File: src/rtl/tiv_pkg.sv
// Package for the tagged identifier validator.
// Byte codes, code point ranges and shared types; no dependencies.

package tiv_pkg;

	localparam int unsigned CP_W = 21;
	localparam int unsigned NUM_RANGES = 30;

	localparam logic [7:0] CH_D      = 8'h64;
	localparam logic [7:0] CH_I      = 8'h69;
	localparam logic [7:0] CH_N      = 8'h6E;
	localparam logic [7:0] CH_COLON  = 8'h3A;
	localparam logic [7:0] CH_US     = 8'h5F;
	localparam logic [7:0] CH_HYPHEN = 8'h2D;
	localparam logic [7:0] CH_0      = 8'h30;
	localparam logic [7:0] CH_1      = 8'h31;
	localparam logic [7:0] CH_9      = 8'h39;
	localparam logic [7:0] CH_LA     = 8'h61;
	localparam logic [7:0] CH_LZ     = 8'h7A;
	localparam logic [7:0] CH_UA     = 8'h41;
	localparam logic [7:0] CH_UZ     = 8'h5A;

	typedef struct packed {
		logic [CP_W-1:0] lo;
		logic [CP_W-1:0] hi;
	} cp_range_t;

	// control, format and separator code points, inclusive bounds
	localparam cp_range_t FORBID_RANGES [NUM_RANGES] = '{
		'{21'h00000, 21'h0001F}, '{21'h0007F, 21'h0009F},
		'{21'h000AD, 21'h000AD}, '{21'h00600, 21'h00605},
		'{21'h0061C, 21'h0061C}, '{21'h006DD, 21'h006DD},
		'{21'h0070F, 21'h0070F}, '{21'h008E2, 21'h008E2},
		'{21'h0180E, 21'h0180E}, '{21'h0200B, 21'h0200F},
		'{21'h0202A, 21'h0202E}, '{21'h02060, 21'h02064},
		'{21'h02066, 21'h0206F}, '{21'h0FEFF, 21'h0FEFF},
		'{21'h0FFF9, 21'h0FFFB}, '{21'h110BD, 21'h110BD},
		'{21'h110CD, 21'h110CD}, '{21'h13430, 21'h13438},
		'{21'h1BCA0, 21'h1BCA3}, '{21'h1D173, 21'h1D17A},
		'{21'hE0001, 21'hE0001}, '{21'hE0020, 21'hE007F},
		'{21'h00020, 21'h00020}, '{21'h000A0, 21'h000A0},
		'{21'h01680, 21'h01680}, '{21'h02000, 21'h0200A},
		'{21'h02028, 21'h02029}, '{21'h0202F, 21'h0202F},
		'{21'h0205F, 21'h0205F}, '{21'h03000, 21'h03000}
	};

	typedef struct packed {
		logic valid;
		logic match;
	} verdict_t;

endpackage

File: src/rtl/tagged_id_utf8_validator.sv
// Top level of the tagged identifier validator: input register, parser, result register.
// Depends on tiv_pkg and tiv_parser.
//
// Usage:
//  The slave channel carries one string byte per transaction (tdata) with
//  tlast on the final byte. For each string the master channel gives one
//  transaction, m_tdata[0] = 1 when the string has the form
//  d:_ (i:<decimal without leading zero> | n:<letters, digits, hyphens>) _ <tail>
//  where the tail is one or more UTF-8 code points with no control, format
//  or separator characters.
//  The verdict reaches m_tvalid through the input register, then the result
//  register, once the last byte has been taken.
//  Throughput: one byte per cycle unless a final byte is held; the parser
//  state updates per accepted byte; consecutive bytes and strings follow back to back.
//  Stall: only a final byte needs the result register; while a verdict
//  waits and m_tready is low, plain bytes keep flowing, and the next final
//  byte holds in the input register until the result is taken.
//  Reset: arst_n clears all valid flags and returns the parser to the
//  start of the prefix. After each final byte the parser restarts likewise.

module tagged_id_utf8_validator (
	input  logic       clk,
	input  logic       arst_n,
	input  logic       s_tvalid,
	output logic       s_tready,
	input  logic [7:0] s_tdata,   // [7:0] byte_req
	input  logic       s_tlast,   // last
	output logic       m_tvalid,
	input  logic       m_tready,
	output logic [7:0] m_tdata    // [0] match, [7:1] zero
);

	logic              valid_s1;
	logic [7:0]        byte_s1;
	logic              last_s1;
	logic              adv;
	logic              out_valid_q;
	logic              out_match_q;
	tiv_pkg::verdict_t verdict;

	assign adv      = valid_s1 && (!last_s1 || !out_valid_q || m_tready);
	assign s_tready = !valid_s1 || adv;

	always_ff @(posedge clk or negedge arst_n) begin
		if (!arst_n) begin
			valid_s1 <= 1'b0;
		end else if (s_tready) begin
			valid_s1 <= s_tvalid;
		end
	end

	always_ff @(posedge clk) begin
		if (s_tready && s_tvalid) begin
			byte_s1 <= s_tdata;
			last_s1 <= s_tlast;
		end
	end

	tiv_parser u_parser (
		.clk     (clk),
		.arst_n  (arst_n),
		.adv     (adv),
		.byte_s1 (byte_s1),
		.last_s1 (last_s1),
		.verdict (verdict)
	);

	always_ff @(posedge clk or negedge arst_n) begin
		if (!arst_n) begin
			out_valid_q <= 1'b0;
			out_match_q <= 1'b0;
		end else if (verdict.valid) begin
			out_valid_q <= 1'b1;
			out_match_q <= verdict.match;
		end else if (m_tready) begin
			out_valid_q <= 1'b0;
		end
	end

	assign m_tvalid = out_valid_q;
	assign m_tdata  = {7'd0, out_match_q};

	a_stall_cause: assert property (@(posedge clk) disable iff (!arst_n)
		!s_tready |-> (valid_s1 && last_s1 && out_valid_q && !m_tready))
		else $error("input stalled without a blocked result");

	a_result_loaded: assert property (@(posedge clk) disable iff (!arst_n)
		(adv && last_s1) |=> m_tvalid)
		else $error("final byte did not produce a result");

	a_result_source: assert property (@(posedge clk) disable iff (!arst_n)
		$rose(m_tvalid) |-> $past(valid_s1 && last_s1))
		else $error("result without a final byte");

endmodule

File: src/rtl/tiv_cp_class.sv
// Code point classifier: flags control, format and separator code points.
// Depends on tiv_pkg.

module tiv_cp_class (
	input  logic [tiv_pkg::CP_W-1:0] cp,
	output logic                     forbidden
);

	logic [tiv_pkg::NUM_RANGES-1:0] hit;

	always_comb begin
		for (int unsigned i = 0; i < tiv_pkg::NUM_RANGES; i++) begin
			hit[i] = (cp >= tiv_pkg::FORBID_RANGES[i].lo) &&
				(cp <= tiv_pkg::FORBID_RANGES[i].hi);
		end
	end

	assign forbidden = |hit;

endmodule

File: src/rtl/tiv_parser.sv
// Pattern state machine and UTF-8 tail decoder, one byte per cycle while adv is high.
// Depends on tiv_pkg and tiv_cp_class.

module tiv_parser (
	input  logic              clk,
	input  logic              arst_n,
	input  logic              adv,
	input  logic [7:0]        byte_s1,
	input  logic              last_s1,
	output tiv_pkg::verdict_t verdict
);

	typedef enum logic [3:0] {
		PH_D, PH_COLON1, PH_US1, PH_KIND, PH_ICOLON, PH_IFIRST,
		PH_IMORE, PH_NCOLON, PH_NFIRST, PH_NMORE, PH_TAIL
	} phase_t;

	phase_t                    phase_q, phase_n;
	logic                      rej_q, rej_n;
	logic [1:0]                pend_q, pend_n;
	logic [tiv_pkg::CP_W-1:0]  acc_q, acc_n;
	logic                      tail_q, tail_n;
	logic                      fin;
	logic [tiv_pkg::CP_W-1:0]  cp_fin;
	logic [tiv_pkg::CP_W-1:0]  acc_shift;
	logic                      forbidden;
	logic                      is_digit, is_name;

	assign is_digit = (byte_s1 >= tiv_pkg::CH_0) && (byte_s1 <= tiv_pkg::CH_9);
	assign is_name  = is_digit || (byte_s1 == tiv_pkg::CH_HYPHEN) ||
		((byte_s1 >= tiv_pkg::CH_LA) && (byte_s1 <= tiv_pkg::CH_LZ)) ||
		((byte_s1 >= tiv_pkg::CH_UA) && (byte_s1 <= tiv_pkg::CH_UZ));
	assign acc_shift = {acc_q[tiv_pkg::CP_W-7:0], byte_s1[5:0]};

	tiv_cp_class u_class (
		.cp        (cp_fin),
		.forbidden (forbidden)
	);

	// tail decode: find the completed code point, if any
	always_comb begin
		fin    = 1'b0;
		cp_fin = '0;
		acc_n  = acc_q;
		pend_n = pend_q;
		if (pend_q != 2'd0) begin
			acc_n  = acc_shift;
			pend_n = pend_q - 2'd1;
			fin    = (pend_q == 2'd1);
			cp_fin = acc_shift;
		end else if (!byte_s1[7]) begin
			fin    = 1'b1;
			cp_fin = {13'd0, byte_s1};
		end else if (byte_s1[7:5] == 3'b110) begin
			acc_n  = {16'd0, byte_s1[4:0]};
			pend_n = 2'd1;
		end else if (byte_s1[7:4] == 4'b1110) begin
			acc_n  = {17'd0, byte_s1[3:0]};
			pend_n = 2'd2;
		end else if (byte_s1[7:3] == 5'b11110) begin
			acc_n  = {18'd0, byte_s1[2:0]};
			pend_n = 2'd3;
		end else begin
			fin = 1'b1;
		end
	end

	logic [1:0]               pend_t;
	logic [tiv_pkg::CP_W-1:0] acc_t;
	logic                     tail_t;

	always_comb begin
		phase_n = phase_q;
		rej_n   = rej_q;
		pend_t  = pend_q;
		acc_t   = acc_q;
		tail_t  = tail_q;
		if (!rej_q) begin
			case (phase_q)
				PH_D: begin
					if (byte_s1 == tiv_pkg::CH_D) phase_n = PH_COLON1;
					else rej_n = 1'b1;
				end
				PH_COLON1: begin
					if (byte_s1 == tiv_pkg::CH_COLON) phase_n = PH_US1;
					else rej_n = 1'b1;
				end
				PH_US1: begin
					if (byte_s1 == tiv_pkg::CH_US) phase_n = PH_KIND;
					else rej_n = 1'b1;
				end
				PH_KIND: begin
					if (byte_s1 == tiv_pkg::CH_I) phase_n = PH_ICOLON;
					else if (byte_s1 == tiv_pkg::CH_N) phase_n = PH_NCOLON;
					else rej_n = 1'b1;
				end
				PH_ICOLON: begin
					if (byte_s1 == tiv_pkg::CH_COLON) phase_n = PH_IFIRST;
					else rej_n = 1'b1;
				end
				PH_IFIRST: begin
					if (byte_s1 >= tiv_pkg::CH_1 && byte_s1 <= tiv_pkg::CH_9)
						phase_n = PH_IMORE;
					else rej_n = 1'b1;
				end
				PH_IMORE: begin
					if (byte_s1 == tiv_pkg::CH_US) phase_n = PH_TAIL;
					else if (!is_digit) rej_n = 1'b1;
				end
				PH_NCOLON: begin
					if (byte_s1 == tiv_pkg::CH_COLON) phase_n = PH_NFIRST;
					else rej_n = 1'b1;
				end
				PH_NFIRST: begin
					if (is_name) phase_n = PH_NMORE;
					else rej_n = 1'b1;
				end
				PH_NMORE: begin
					if (byte_s1 == tiv_pkg::CH_US) phase_n = PH_TAIL;
					else if (!is_name) rej_n = 1'b1;
				end
				PH_TAIL: begin
					pend_t = pend_n;
					acc_t  = acc_n;
					if (fin) begin
						if (forbidden) rej_n = 1'b1;
						else tail_t = 1'b1;
					end
				end
				default: begin
					rej_n = 1'b1;
				end
			endcase
		end
	end

	assign verdict.valid = adv && last_s1;
	assign verdict.match = !rej_n && (phase_n == PH_TAIL) && (pend_t == 2'd0) && tail_t;

	always_ff @(posedge clk or negedge arst_n) begin
		if (!arst_n) begin
			phase_q <= PH_D;
			rej_q   <= 1'b0;
			pend_q  <= 2'd0;
			acc_q   <= '0;
			tail_q  <= 1'b0;
		end else if (adv) begin
			if (last_s1) begin
				phase_q <= PH_D;
				rej_q   <= 1'b0;
				pend_q  <= 2'd0;
				acc_q   <= '0;
				tail_q  <= 1'b0;
			end else begin
				phase_q <= phase_n;
				rej_q   <= rej_n;
				pend_q  <= pend_t;
				acc_q   <= acc_t;
				tail_q  <= tail_t;
			end
		end
	end

endmodule

File: config.mk
export PLATFORM = sky130hd
export DESIGN_NAME = tagged_id_utf8_validator
export DESIGN_NICKNAME = d
export VERILOG_FILES = /design/src/rtl/tiv_pkg.sv /design/src/rtl/tagged_id_utf8_validator.sv /design/src/rtl/tiv_cp_class.sv /design/src/rtl/tiv_parser.sv
export SDC_FILE = /design/constraint.sdc
export NUM_CORES = 1
export LEC_CHECK = 0
export ABC_AREA = 1
export BUFFER_PORTS_ARGS = -buffer_cell sky130_fd_sc_hd__buf_2
export CORE_MARGIN = 2
export CORE_UTILIZATION = 57
export CTS_CLUSTER_DIAMETER = 30
export CTS_CLUSTER_SIZE = 20
export DETAILED_ROUTE_END_ITERATION = 7
export GPL_TIMING_DRIVEN = 0
export PLACE_DENSITY = 0.78
export SLEW_MARGIN = 5
export SYNTH_ARGS = -nofsm -noshare
export SYNTH_HDL_FRONTEND = slang
export SYNTH_SLANG_ARGS = --single-unit
File: constraint.sdc
create_clock -name clk -period 1.9 [get_ports clk]
set_input_delay 0 -clock clk [delete_from_list [all_inputs] [get_ports clk]]
set_output_delay 0 -clock clk [all_outputs]
set_load 0.005 [all_outputs]
; ---- Yosys cells after proc, flatten, opt, wreduce, memory -nomap -nowiden
; Cells that the tools add are included.
[totals]
ff_bits = 35
inputBits = 13
output_inout_bits = 10
elab_cells = 219
[op_classes]
add_sub_neg = 1
magnitude_cmp = 67
eq_ne = 22
n_mux = 58
n_reduce_logical = 61
[op_table]
columns = op, count
row1 = "greater-or-equal comparator 21 x 14 -> 1 bit, second input constant", 9
row2 = "less-or-equal comparator 21 x 14 -> 1 bit, second input constant", 9
row3 = two-way mux 15 bit, 8
row4 = "greater-or-equal comparator 21 x 17 -> 1 bit, second input constant", 5
row5 = "less-or-equal comparator 21 x 17 -> 1 bit, second input constant", 5
row6 = "greater-or-equal comparator 21 x 11 -> 1 bit, second input constant", 4
row7 = "less-or-equal comparator 21 x 11 -> 1 bit, second input constant", 4
row8 = "less-or-equal comparator 21 x 8 -> 1 bit, second input constant", 3
row9 = two-way mux 4 bit, 12
row10 = "greater-or-equal comparator 21 x 13 -> 1 bit, second input constant", 2
row11 = "greater-or-equal comparator 21 x 16 -> 1 bit, second input constant", 2
row12 = "greater-or-equal comparator 21 x 20 -> 1 bit, second input constant", 2
row13 = "greater-or-equal comparator 21 x 8 -> 1 bit, second input constant", 2
row14 = "less-or-equal comparator 21 x 13 -> 1 bit, second input constant", 2
row15 = "less-or-equal comparator 21 x 16 -> 1 bit, second input constant", 2
row16 = "less-or-equal comparator 21 x 20 -> 1 bit, second input constant", 2
row17 = logical AND 1 bit, 40
row18 = case mux 4 bit (9 select lines), 1
row19 = "equality test 8 x 7 -> 1 bit, second input constant", 4
row20 = OR reduction 30 bit, 1
row21 = two-way mux 1 bit, 26
row22 = "greater-or-equal comparator 21 x 1 -> 1 bit, second input constant", 1
row23 = "greater-or-equal comparator 21 x 12 -> 1 bit, second input constant", 1
row24 = "greater-or-equal comparator 21 x 6 -> 1 bit, second input constant", 1
row25 = 32 further kinds, 61

; ---- Logic depth before layout (Yosys ltp)
; Gate-level depths: netlist of run 1.
[logic_depth]
word_depth = 13
mapped_depth = 19
ltp_nobuf = 18

; ---- By module
; A second synthesis of run 1 with hierarchy kept.
[hier_totals]
cells_unflattened = 699
area_unflattened_um2 = 3990.1
[by_module_without_submodules]
columns = mod, instances, cells_each, area_each_um2
row1 = tiv_parser, 1, 301, 1849.3
row2 = tiv_cp_class, 1, 365, 1669.1
row3 = tagged_id_utf8_validator, 1, 33, 471.7

; ---- Least setup slack after synthesis of run 1
; No wires, ideal clock.
[synth_timing]
path_kind = register -> register
from = reg u_parser.pend_q[0]
to = reg out_match_q
setup_time_ns = 0.120
arrival_ns = 1.924
required_time_ns = 1.780
setup_slack_ns = -0.144
path_stages_with_launch = 17
cell_sequence = dfrtp_1 > nor2_4 > nand2_2 > nand2_1 > nand2_1 > nor2_1 > nand3_1 > nand2_1 > nand2_1 > nand2_1 > inv_1 > nand3_1 > nor2_1 > nand3_1 > nor2_2 > a21oi_2 > o21ai_2
[synth_via]
elab_chain_len = 13
elab_cells_between_ends = 116
classes_between = 1 x add/sub / 60 x order compare / 1 x eq/ne / 17 x mux / 37 x reduce/logical
[synth_rtl]
columns = item, line_no
row1 = "start, declared", tiv_parser.sv:20  ; logic [1:0] pend_q, pend_n;
row2 = "start signal, assigned", tiv_parser.sv:157  ; pend_q <= pend_t;
row3 = nonzero test 2 bit, tiv_parser.sv:46  ; if (pend_q != 2'd0) begin
row4 = two-way mux 21 bit, tiv_parser.sv:46
row5 = "greater-or-equal comparator 21 x 1 -> 1 bit, or another cell as far along", tiv_cp_class.sv:13  ; hit[i] = (cp >= tiv_pkg::FORBID_RANGES[i].lo) &&
row6 = logical AND 1 bit, tiv_cp_class.sv:13
row7 = OR reduction 30 bit, tiv_cp_class.sv:18  ; assign forbidden = |hit;
row8 = two-way mux 1 bit, tiv_parser.sv:126  ; if (forbidden) rej_n = 1'b1;
row9 = two-way mux 1 bit, tiv_parser.sv:125  ; if (fin) begin
row10 = case mux 1 bit (9 select lines), tiv_parser.sv:79  ; case (phase_q)
row11 = two-way mux 1 bit, tiv_parser.sv:78  ; if (!rej_q) begin
row12 = logical NOT 1 bit, tiv_parser.sv:138  ; assign verdict.match = !rej_n && (phase_n == PH_TAIL) && (pend_t == 2'd0) && tail_t;
row13 = logical AND 1 bit (2 in a row), tiv_parser.sv:138
row14 = logical AND 1 bit (*), tiv_parser.sv:138
row15 = "end signal, assigned", tagged_id_utf8_validator.sv:74  ; out_match_q <= verdict.match;
row16 = "end, declared", tagged_id_utf8_validator.sv:38  ; logic out_match_q;
; Every way passes the cells marked *; elsewhere a longest branch is shown, timed or not.
; A chain may end at the register's enable or synchronous reset.

; ---- Worst setup path in the final report of run 1
[layout_timing]
from = reg u_parser.acc_q[13] (netlist bit)
to = reg out_match_q
[layout_via]
elab_chain_len = 12
elab_cells_between_ends = 104
classes_between = 60 x order compare / 9 x mux / 35 x reduce/logical
[layout_rtl]
columns = item, line_no
row1 = "start, declared", tiv_parser.sv:21  ; logic [tiv_pkg::CP_W-1:0] acc_q, acc_n;
row2 = "start signal, assigned", tiv_parser.sv:158  ; acc_q <= acc_t;
row3 = two-way mux 21 bit (*), tiv_parser.sv:46
row4 = "greater-or-equal comparator 21 x 1 -> 1 bit, or another cell as far along", tiv_cp_class.sv:13
row5 = logical AND 1 bit, tiv_cp_class.sv:13
row6 = OR reduction 30 bit (*), tiv_cp_class.sv:18
row7 = two-way mux 1 bit, tiv_parser.sv:126
row8 = two-way mux 1 bit, tiv_parser.sv:125
row9 = case mux 1 bit (9 select lines), tiv_parser.sv:79
row10 = two-way mux 1 bit, tiv_parser.sv:78
row11 = logical NOT 1 bit, tiv_parser.sv:138
row12 = logical AND 1 bit (2 in a row), tiv_parser.sv:138
row13 = logical AND 1 bit (*), tiv_parser.sv:138
; Marks and branches as above.

==> results of run 1 <==
## registers in the layout, indices dropped and copies added, names as in the netlist
name and count:
u_parser.pend_q 2, last_s1 1, u_parser.rej_q 1, u_parser.phase_q 4, byte_s1 8, u_parser.acc_q 15, valid_s1 1, u_parser.tail_q 1
out_match_q 1, m_tvalid 1
## cell usage in the layout (no fill, tap or decap), types with 9 or more instances in the layout
cell and n:
dfrtp_1 21, buf_4 42, o22ai_1 10, nand3_2 16, nor3_1 16, nand2_4 21
o21ai_0 26, nand2_2 24, nor2_2 38, a21oi_1 14, inv_1 70, nor2_1 86
nand2_1 209, dlygate4sd3_1 11, nand3_1 55, o21ai_1 11, edfxtp_1 9, buf_2 17
o22ai_2 9, nand4_1 27, nor2_4 23
## path summary, 6_finish.rpt
path	start	cells after the start	to
worst min register to register	u_parser.tail_q	2	u_parser.tail_q
worst min-delay path	m_tready	2	m_tvalid
worst max register to register	u_parser.acc_q[13]	15	out_match_q
min in group asynchronous	arst_n	2	u_parser.acc_q[14]
worst max-delay path	u_parser.acc_q[13]	15	out_match_q
max in group asynchronous	arst_n	2	u_parser.acc_q[6]
## power by group through the flow
| stage | Combinational (mW) | Clock, mW | Sequential, mW |
|---|---|---|---|
| after global placement | 0.596 | 0 | 0.884 |
| after floorplan | 0.458 | 0 | 0.870 |
| after detailed placement | 0.624 | 0 | 0.886 |
| after CTS | 0.706 | 0.668 | 0.874 |
| final | 0.933 | 0.717 | 0.890 |
| after global routing | 0.968 | 0.733 | 0.890 |
## timing repair
| item | in CTS | in global routing |
|---|---|---|
| hold buffers | 11 | 0 |
| pin swaps | 17 | 46 |
| setup buffers | 14 | 22 |
| endpoints found under the hold margin | 36 | 0 |
| gates cloned | 1 | 2 |
| setup endpoints to repair | 22 | 24 |
| gates resized for setup | 89 | 124 |
## layout make-up
cell class / instances / area (sq um)
Buffer: 22 / 222.7
Fill cell: 426 / 1275
Clock buffer: 5 / 68.82
Tap cell: 99 / 123.9
Timing Repair Buffer: 65 / 556.8
Multi-Input combinational cell: 646 / 3797
Clock inverter: 3 / 42.54
Sequential cell: 35 / 927.1
Inverter: 82 / 316.6
## worst max-delay path: stages, from the launching register on
cell     delay (ns)
dfrtp_1        0.51
inv_1          0.23
a21oi_2        0.46
nor2_2         0.11
buf_4          0.20
nand2_1        0.14
nor2_1         0.07
nand2_1        0.11
nand2_1        0.08
nor2_2         0.16
nand3_4        0.09
nor2_4         0.14
nand3_2        0.09
nor2_4         0.20
a21oi_4        0.10
o21ai_4        0.23
## logic make-up (layout without fill, tap and decap cells)
family | after synthesis | count (layout) | share of synthesized area (%)
flops | 35 | 35 | 21.10
other cells | 1 | 7 | 0.08593
simple gates | 536 | 536 | 54.19
compound gates | 103 | 103 | 13.59
buf+inv | 107 | 177 | 11.04
## metal layers
layer,global-route usage (%),routed length (microns),vias up,part of all wire (%)
met5,0,43,-,0.18
met4,33.08,3041,2,13
met3,11.87,3935,373,16
met2,74.75,9587,789,40
met1,55.85,7558,2991,31
li1,-,-,2710,-
==> out/metrics.csv, run 1 <==
stage;metric;value;unit
place;Post-DP HPWL;13940;microns
pwr;Peak supply drop;0.7187;mV
logic_synthesis;EDFF count, synth;9;
floorplan;Core ar.;7331;sq um
logic_synthesis;Synth Area per Inst;5.581;sq um
floorplan;Die Wd;91.50;microns
global_route;Remaining Overflow, GRT;0;
pwr;Int Pwr;1.490;mW
timing;Worst-Margin Slew;0.6301;ns
route;Detailed Routing Iterations Pass 1;8;
route;DRC Markers;308;
worst_setup_path;worst-path maximum fanout;4;
worst_setup_path;WP data required;2.11;ns
logic_synthesis;Post-synth top flop;dfrtp_1;
timing;Max-slew headroom;57.99;%
cts;Clock Sinks;35;
global_route;number of global-route vias before repair;5907;
pwr;combinational share of power;36.7;%
layout;layout cells sized above 1;32.05;%
worst_setup_path;Startpoint Class;flip-flop;
route;vias per cell;7.173;
logic_synthesis;sequential area share after synthesis;21.10;%
floorplan;row cnt;31;
route;detailed-route via count;6865;
place;post-placement cell area;4678;sq um
timing;setup TNS;-9.636;ns
layout;Final Util;82.61;%
cts;H-Tree Depth;2;
timing;RSZ-0062 raised after global routing;true;
global_route;first-pass GRT wire length;31010;microns
pwr;leak pwr;2.913;nW
logic_synthesis;warnings from Yosys;0;
global_route;aggregate global-route resource usage;47.30;%
cts;Num CTS Buffers;5;
layout;Diodes inserted;0;
run;max-cap viol count;0;
pwr;Power Density;419.5;nW/um^2
route;initial DRC count;1912;
worst_setup_path;Register-to-Register Setup Slack;-1.12;ns
timing;Fin Clk Skew;0.008722;ns
timing;Max Fclk;0.3307;GHz
global_route;initial antenna violation count;1;
timing;Hold Slack;-0.02294;ns
logic_synthesis;Mapped Cells;782;
floorplan;Chip Height;91.50;microns
place;dpl ws;-0.7956;ns
floorplan;Ports;23;
place;placed insts;902;
cts;CTS root buffer;clkbuf_8;
cts;deepest clock path buffer count;2;
pwr;Seq pwr share;35.1;%
place;Final GP Congestion;1.161;
layout;Layout Cells excl Fill;957;
timing;final setup fails;24;
route;remaining antenna violation count after routing;0;
timing;fin worst setup slack;-1.124;ns
logic_synthesis;synth unique cells;39;
logic_synthesis;count leader, synth;nand2_1;
logic_synthesis;flops & latches, synth;35;
worst_setup_path;worst path arrival time;3.24;ns
pwr;sw frac;41.33;%
floorplan;Initial Util;59.53;%
cts;Clock Latency Late Sink;0.31;ns
floorplan;total die area;8372;sq um
cts;clock tree from TritonCTS;yes;
route;routed wire length;24170;microns
run_status;status;finished with violations;
pwr;Sw Pwr;1.050;mW
logic_synthesis;dominant cells by area after synthesis;nand2_1 (21%), dfrtp_1 (15%), nor2_1 (11%);
run_status;failing checks;DRC, hold timing, setup timing;
layout;area grow syn2layout;38.76;%
timing;final worst-path cycle share;159.1;%
worst_setup_path;Critical Path End Type;flip-flop;
logic_synthesis;Yosys top cell by area;nand2_1;
logic_synthesis;Yosys top cell area share;21.07;%
cts;Clk pin slew, worst setup/hold paths;0.08;ns
logic_synthesis;Synth async-reset ratio;74.29;%
global_route;pin count of the biggest net entering global routing;27;
timing;minimum clock period;3.024;ns
timing;final slew viol count;0;
pwr;Clk network pwr share;28.2;%
layout;nets;870;
route;DR WL/cell;25.25;microns
worst_setup_path;CP Class;flip-flop to flip-flop;
pwr;Tot Pwr;2.541;mW
place;port bufs;15;
logic_synthesis;synth cell count leaders;nand2_1 (245), nor2_1 (133), inv_1 (73), nand3_1 (71), o21ai_0 (35);
layout;cell area after layout;6056;sq um
worst_hold_path;Hold/Removal Path Class;primary input to flip-flop;
logic_synthesis;Post-Synthesis Cell Area;4364;sq um
timing;Final Hold Viols;1;
Power figures use the tool's default switching activity.
==> run 2, diff against run 1 <==
--- a/config.mk
+++ b/config.mk
@@ -9,2 +9,3 @@
 export BUFFER_PORTS_ARGS = -buffer_cell sky130_fd_sc_hd__buf_2
+export CAP_MARGIN = 0
 export CORE_MARGIN = 2
==> constraint.sdc (replaced) <==
create_clock -name clk -period 1.9 [get_ports clk]
set_input_delay 0.38 -clock clk [delete_from_list [all_inputs] [get_ports clk]]
set_output_delay 0.38 -clock clk [all_outputs]
set_load 0.005 [all_outputs]
==> out/metrics.csv, run 2 (synthesis gave the netlist of run 1 again) <==
stage;metric;value;unit;change
floorplan;Ports;23;;unchanged
pwr;Sw Pwr;1.101;mW;was 1.050 mW
global_route;initial antenna violation count;1;;unchanged
route;initial DRC count;1856;;was 1912
route;DR WL/cell;25.63;microns;was 25.25 microns
pwr;Peak supply drop;0.7126;mV;was 0.7187 mV
floorplan;Chip Height;91.50;microns;unchanged
worst_setup_path;Critical Path End Type;flip-flop;;unchanged
pwr;Int Pwr;1.497;mW;was 1.490 mW
worst_setup_path;crit-path cells;inv_1 > nand2_1 > nor2_2 > nand3_1 > o21ai_1 > nand3_1 > nor2_1 > nand3_1 > o21ai_0 > inv_1 > nor3_4 > nand3_4 > o21ai_4;;was inv_1 > a21oi_2 > nor2_2 > buf_4 > nand2_1 > nor2_1 > nand2_1 > nand2_1 > nor2_2 > nand3_4 > nor2_4 > nand3_2 > nor2_4 > a21oi_4 > o21ai_4
worst_setup_path;slowest cell on the critical path;edfxtp_1;;was dfrtp_1
run;max-cap viol count;0;;unchanged
global_route;pin count of the biggest net entering global routing;27;;unchanged
place;port bufs;15;;unchanged
floorplan;row cnt;31;;unchanged
run_status;status;finished with violations;;unchanged
global_route;first-pass GRT wire length;29890;microns;was 31010 microns
place;Post-DP HPWL;13940;microns;unchanged
layout;Top Registers;u_parser.acc_q (15), byte_s1 (8), u_parser.phase_q (4);;unchanged
cts;Clock Latency Late Sink;0.32;ns;was 0.31 ns
layout;most frequent cells in the layout;nand2_1 (200), nor2_1 (83), inv_1 (70), nand3_1 (55), buf_4 (43);;was nand2_1 (209), nor2_1 (86), inv_1 (70), nand3_1 (55), buf_4 (42)
pwr;Seq pwr share;34.2;%;was 35.1%
cts;clock tree from TritonCTS;yes;;unchanged
place;Final GP Congestion;1.161;;unchanged
pwr;leak pwr;2.934;nW;was 2.913 nW
global_route;aggregate global-route resource usage;45.71;%;was 47.30%
pwr;combinational share of power;37.7;%;was 36.7%
timing;Final Hold Viols;0;;was 1
layout;Diodes inserted;0;;unchanged
global_route;Remaining Overflow, GRT;0;;unchanged
pwr;Clk network pwr share;28.1;%;was 28.2%
cts;deepest clock path buffer count;2;;unchanged
layout;layout cells sized above 1;36.10;%;was 32.05%
worst_setup_path;Startpoint Class;flip-flop;;unchanged
floorplan;Initial Util;59.53;%;unchanged
timing;minimum clock period;2.834;ns;was 3.024 ns
timing;Worst-Margin Slew;0.6245;ns;was 0.6301 ns
worst_setup_path;WP data required;2.12;ns;was 2.11 ns
worst_setup_path;worst path arrival time;3.06;ns;was 3.24 ns
pwr;Tot Pwr;2.598;mW;was 2.541 mW
route;Detailed Routing Iterations Pass 1;8;;unchanged
floorplan;Die Wd;91.50;microns;unchanged
timing;Fin Clk Skew;0.02274;ns;was 0.008722 ns
pwr;Power Density;417.9;nW/um^2;was 419.5 nW/um^2
route;detailed-route via count;7015;;was 6865
cts;Clk pin slew, worst setup/hold paths;0.10;ns;was 0.08 ns
layout;nets;868;;was 870
route;routed wire length;24480;microns;was 24170 microns
layout;number of flip-flops under the largest register name;15;;unchanged
run_status;failing checks;DRC, setup timing;;was DRC, hold timing, setup timing
timing;final slew viol count;0;;unchanged
timing;final worst-path cycle share;149.1;%;was 159.1%
timing;fin worst setup slack;-0.9337;ns;was -1.124 ns
timing;Max Fclk;0.3529;GHz;was 0.3307 GHz
floorplan;total die area;8372;sq um;unchanged
route;DRC Markers;198;;was 308
cts;H-Tree Depth;2;;unchanged
layout;most common cell after layout, fill and taps aside;nand2_1;;unchanged
timing;RSZ-0062 raised after global routing;true;;unchanged
worst_setup_path;CP Class;flip-flop to flip-flop;;unchanged
cts;hold buffers post-CTS;0;;was 11
cts;Num CTS Buffers;5;;unchanged
cts;Clock Sinks;35;;unchanged
floorplan;Core ar.;7331;sq um;unchanged
layout;Biggest register;u_parser.acc_q;;unchanged
cts;CTS root buffer;clkbuf_8;;unchanged
worst_setup_path;Critical Path Max Stage Delay;0.51;ns;about the same
layout;area grow syn2layout;42.46;%;was 38.76%
timing;Max-slew headroom;57.93;%;was 57.99%
route;vias per cell;7.346;;was 7.173
pwr;sw frac;42.39;%;was 41.33%
timing;final setup fails;23;;was 24
worst_setup_path;worst-path maximum fanout;3;;was 4
layout;fillers;381;;was 426
place;dpl ws;-0.7956;ns;unchanged
route;remaining antenna violation count after routing;0;;unchanged
worst_hold_path;Hold/Removal Path Class;primary input to async pin;;was primary input to flip-flop
global_route;number of global-route vias before repair;5679;;was 5907
worst_setup_path;critical path's most frequent cell;nand3_1;;was nand2_1
[run 2: cell types whose count changed in the layout (fill, tap and decap cells not counted), moves of 4 or more]
cell	previous run	this run
a21oi_2	7	11
nand2_1	209	200
dlygate4sd3_1	11	0
nor2_4	23	29
nand2_2	24	35
[run 2: layer usage]
metal,share of wire (%),track usage (%)
met1,31,55.99
met5,0,0
met4,12,32.07
met3,17,9.627
met2,40,71.20
[run 2: layout make-up]
type / instances / area (sq um) / share of cell area, %
multi-input combinational: 647 / 3914 / 62.95
sequential: 35 / 930.9 / 14.97
timing repair buffer: 62 / 576.8 / 9.278
inverter: 82 / 322.8 / 5.192
buffer: 22 / 237.7 / 3.824
tap: 99 / 123.9 / 1.992
clock buffer: 5 / 68.82 / 1.107
clock inverter: 3 / 42.54 / 0.6842
[run 2: timing repair]
item	CTS	global route
gates resized for setup	89	169
setup endpoints to repair	22	23
pin swaps	17	43
buffers inserted	14	28
gates cloned	1	5
[run 2: worst max-delay path: cells and delay by family, from the launching register on]
family / cells / cell delay [ns]
buf+inv: 2 / 0.33
simple gates: 8 / 1.28
compound gates: 3 / 0.64
flops: 1 / 0.51
[run 2: path summary, 6_finish.rpt]
kind,start,to,slack [ns],cells past startpoint
min in group clk,s_tdata[5],byte_s1[5],0.25,1
max in group asynchronous,arst_n,u_parser.acc_q[3],1.36,1
hold / removal,arst_n,u_parser.acc_q[4],0.07,1
setup reg to reg,byte_s1[6],out_match_q,-0.93,13
hold reg to reg,out_match_q,out_match_q,0.63,2
setup / recovery,byte_s1[6],out_match_q,-0.93,13
[run 2: per-stage QoR]
| stage | std cells | utilization, % | hold WS (ns) | TNS [ns] | instance area, sq um |
|---|---|---|---|---|---|
| 2_1_floorplan | 788 | - | 0.08441 | -0.09824 | 4479 |
| 3_3_place_gp | 902 | 63.82 | 0.3973 | -6.606 | 4678 |
| 3_5_place_dp | 902 | 63.82 | 0.4019 | -8.716 | 4678 |
| 4_1_cts | 922 | 71.67 | 0.09364 | -2.340 | 5254 |
| 5_1_grt | 955 | 84.81 | 0.1117 | -8.585 | 6217 |
| 6_report | 955 | 84.81 | 0.06933 | -7.774 | 6217 |
[run 2: power groups by stage]
| stage | logic [mW] | clock network (mW) | registers, mW |
|---|---|---|---|
| 2_1_floorplan | 0.458 | 0 | 0.870 |
| 3_3_place_gp | 0.596 | 0 | 0.884 |
| 3_5_place_dp | 0.624 | 0 | 0.886 |
| 4_1_cts | 0.689 | 0.668 | 0.874 |
| 5_1_grt | 1.01 | 0.758 | 0.890 |
| 6_report | 0.979 | 0.730 | 0.889 |
==> run 3, diff against run 2 <==
CELL_PAD_IN_SITES_DETAIL_PLACEMENT = 1   (was unset)
CELL_PAD_IN_SITES_GLOBAL_PLACEMENT = 1   (was unset)
CORE_UTILIZATION = 43   (was 57)
PLACE_DENSITY = unset   (was 0.78)
PLACE_DENSITY_LB_ADDON = 0.1   (was unset)
clock period = 3 ns   (was 1.9 ns; I/O delays follow)
==> out/metrics.csv, run 3 (synthesis gave the netlist of run 1 again) <==
stage;metric;value;unit;change
pwr;leak pwr;2.404;nW;was 2.934 nW
route;remaining antenna violation count after routing;0;;unchanged
global_route;aggregate global-route resource usage;39.06;%;was 45.71%
pwr;combinational share of power;31.5;%;was 37.7%
global_route;number of global-route vias before repair;5840;;was 5679
run;max-cap viol count;0;;unchanged
worst_setup_path;cells on worst reg2reg path;17;;was 13
timing;fin worst setup slack;0.1103;ns;was -0.9337 ns
layout;Biggest register;u_parser.acc_q;;unchanged
layout;cell area after layout;4738;sq um;was 6217 sq um
place;Post-DP HPWL;17160;microns;was 13940 microns
cts;H-Tree Depth;2;;unchanged
layout;number of flip-flops under the largest register name;15;;unchanged
timing;RSZ-0062 raised after global routing;false;;was true
place;placed insts;936;;was 902
global_route;Remaining Overflow, GRT;0;;unchanged
timing;Fin Clk Skew;0.009049;ns;was 0.02274 ns
cts;Clock Latency Late Sink;0.30;ns;was 0.32 ns
timing;Worst-Margin Slew;0.6903;ns;was 0.6245 ns
worst_setup_path;Critical Path End Type;flip-flop;;unchanged
worst_setup_path;worst-path maximum fanout;10;;was 3
route;detailed-route via count;5836;;was 7015
worst_setup_path;worst reg2reg path startpoint;u_parser.pend_q[0];;was byte_s1[6]
worst_setup_path;CP Class;flip-flop to flip-flop;;unchanged
floorplan;row cnt;36;;was 31
worst_setup_path;beginning of the critical path;u_parser.pend_q[0];;was byte_s1[6]
worst_setup_path;Critical Path Max Stage Delay;0.46;ns;was 0.51 ns
worst_setup_path;WP data required;3.19;ns;was 2.12 ns
layout;Top Registers;u_parser.acc_q (15), byte_s1 (8), u_parser.phase_q (4);;unchanged
cts;CTS root buffer;clkbuf_8;;unchanged
cts;Clock Sinks;35;;unchanged
worst_setup_path;FF-to-FF End;out_match_q;;unchanged
place;dpl ws;0.09638;ns;was -0.7956 ns
floorplan;total die area;10970;sq um;was 8372 sq um
cts;hold buffers post-CTS;0;;unchanged
route;DRC Markers;0;;was 198
worst_hold_path;Hold/Removal Path Class;primary input to async pin;;unchanged
floorplan;Ports;23;;unchanged
pwr;sw frac;38.95;%;was 42.39%
timing;Max-slew headroom;53.67;%;was 57.93%
route;DR WL/cell;22.39;microns;was 25.63 microns
global_route;first-pass GRT wire length;33090;microns;was 29890 microns
global_route;pin count of the biggest net entering global routing;27;;unchanged
place;post-placement cell area;4628;sq um;was 4678 sq um
cts;Clk pin slew, worst setup/hold paths;0.08;ns;was 0.10 ns
worst_setup_path;slowest cell on the critical path;dfrtp_1;;was edfxtp_1
timing;minimum clock period;2.890;ns;was 2.834 ns
pwr;Peak supply drop;0.5225;mV;was 0.7126 mV
worst_setup_path;Buf/Inv on CP;1;;was 2
run_status;status;completed;;was finished with violations
layout;most common cell after layout, fill and taps aside;nand2_1;;unchanged
timing;final slew viol count;0;;unchanged
route;Detailed Routing Iterations Pass 1;5;;was 8
pwr;Power Density;284.7;nW/um^2;was 417.9 nW/um^2
route;vias per cell;6.169;;was 7.346
worst_setup_path;family with the most delay on the worst path;simple AND/OR/NAND/NOR gates;;unchanged
worst_setup_path;worst path arrival time;3.07;ns;was 3.06 ns
floorplan;Core ar.;9819;sq um;was 7331 sq um
timing;Max Fclk;0.3461;GHz;was 0.3529 GHz
layout;nets;823;;was 868
pwr;Sw Pwr;0.5255;mW;was 1.101 mW
layout;Layout Cells excl Fill;946;;was 955
pwr;Clk network pwr share;27.3;%;was 28.1%
timing;setup TNS;0;ns;was -7.774 ns
layout;layout cells sized above 1;11.84;%;was 36.10%
cts;clock tree from TritonCTS;yes;;unchanged
timing;final setup fails;0;;was 23
floorplan;Chip Height;104.7;microns;was 91.50 microns
timing;final worst-path cycle share;96.32;%;was 149.1%
worst_setup_path;crit-path cells;nor2_4 > nand2_2 > buf_2 > o21ai_1 > nand2_1 > nor2_1 > nand2_1 > nand2_1 > nor2_1 > nand2_1 > nor2_1 > nand2_1 > nor2_1 > nand3_1 > nand2_1 > nand3_1 > o21ai_2;;was inv_1 > nand2_1 > nor2_2 > nand3_1 > o21ai_1 > nand3_1 > nor2_1 > nand3_1 > o21ai_0 > inv_1 > nor3_4 > nand3_4 > o21ai_4
cts;Num CTS Buffers;5;;unchanged
layout;area grow syn2layout;8.572;%;was 42.46%
route;initial DRC count;495;;was 1856
worst_setup_path;Register-to-Register Setup Slack;0.11;ns;was -0.93 ns
cts;deepest clock path buffer count;2;;unchanged
floorplan;Initial Util;44.44;%;was 59.53%
place;port bufs;15;;unchanged
pwr;Seq pwr share;41.3;%;was 34.2%
pwr;Int Pwr;0.8236;mW;was 1.497 mW
timing;Final Hold Viols;0;;unchanged
place;Final GP Congestion;1.062;;was 1.161
route;routed wire length;21180;microns;was 24480 microns
layout;most frequent cells in the layout;nand2_1 (244), nor2_1 (130), inv_1 (73), nand3_1 (71), o21ai_0 (35);;was nand2_1 (200), nor2_1 (83), inv_1 (70), nand3_1 (55), buf_4 (43)
worst_setup_path;Startpoint Class;flip-flop;;unchanged
global_route;initial antenna violation count;1;;unchanged
worst_setup_path;critical path's most frequent cell;nand2_1;;was nand3_1
floorplan;Die Wd;104.7;microns;was 91.50 microns
==> run 3: what timing repair did <==
action / in CTS / in global routing
setup endpoints to repair: 0 / 3
setup buffers: 0 / 0
resized for setup: 0 / 5
==> run 3: worst max path at each step <==
| stage | end | slack, ns | depth (start not counted) |
|---|---|---|---|
| global placement | out_match_q | 0.17 | 16 |
| detailed placement | out_match_q | 0.1 | 16 |
| floorplan | out_match_q | 0.96 | 16 |
| finish | out_match_q | 0.11 | 17 |
| CTS | out_match_q | 0.07 | 16 |
| global route | out_match_q | 0.01 | 16 |
==> run 3: power by group through the flow <==
| stage | sequential [mW] | clock (mW) | combinational, mW |
|---|---|---|---|
| CTS | 0.555 | 0.367 | 0.415 |
| global route | 0.560 | 0.377 | 0.470 |
| finish | 0.557 | 0.368 | 0.425 |
| floorplan | 0.551 | 0 | 0.283 |
| detailed placement | 0.563 | 0 | 0.409 |
| global placement | 0.562 | 0 | 0.392 |
==> run 3: metal layers <==
layer	GRT usage, %	up-vias	part of all wire [%]
met2	62.06	354	45
met1	51.56	2800	41
met4	19.71	0	5.5
met3	5.739	79	9.2
li1	-	2603	-
met5	0	-	0
==> run 3: area by class of cell <==
type | count | area, sq um
timing repair buffer | 15 | 75.07
buffer | 25 | 173.9
fill | 1477 | 5081
antenna | 2 | 5.005
multi-input combinational | 646 | 2999
clock inverter | 1 | 3.754
clock buffer | 7 | 86.33
sequential | 35 | 920.9
tap | 133 | 166.4
inverter | 82 | 307.8
==> run 3: through the flow <==
stage          hold slack (ns)  utilization [%]  power, mW
4_1_cts                 0.3233            48.05      1.337
3_3_place_gp            0.4742            47.13     0.9542
3_5_place_dp            0.4873            47.13     0.9722
6_report                0.3053            48.25      1.349
2_1_floorplan           0.3044                -     0.8343
5_1_grt                 0.3651            48.20      1.407
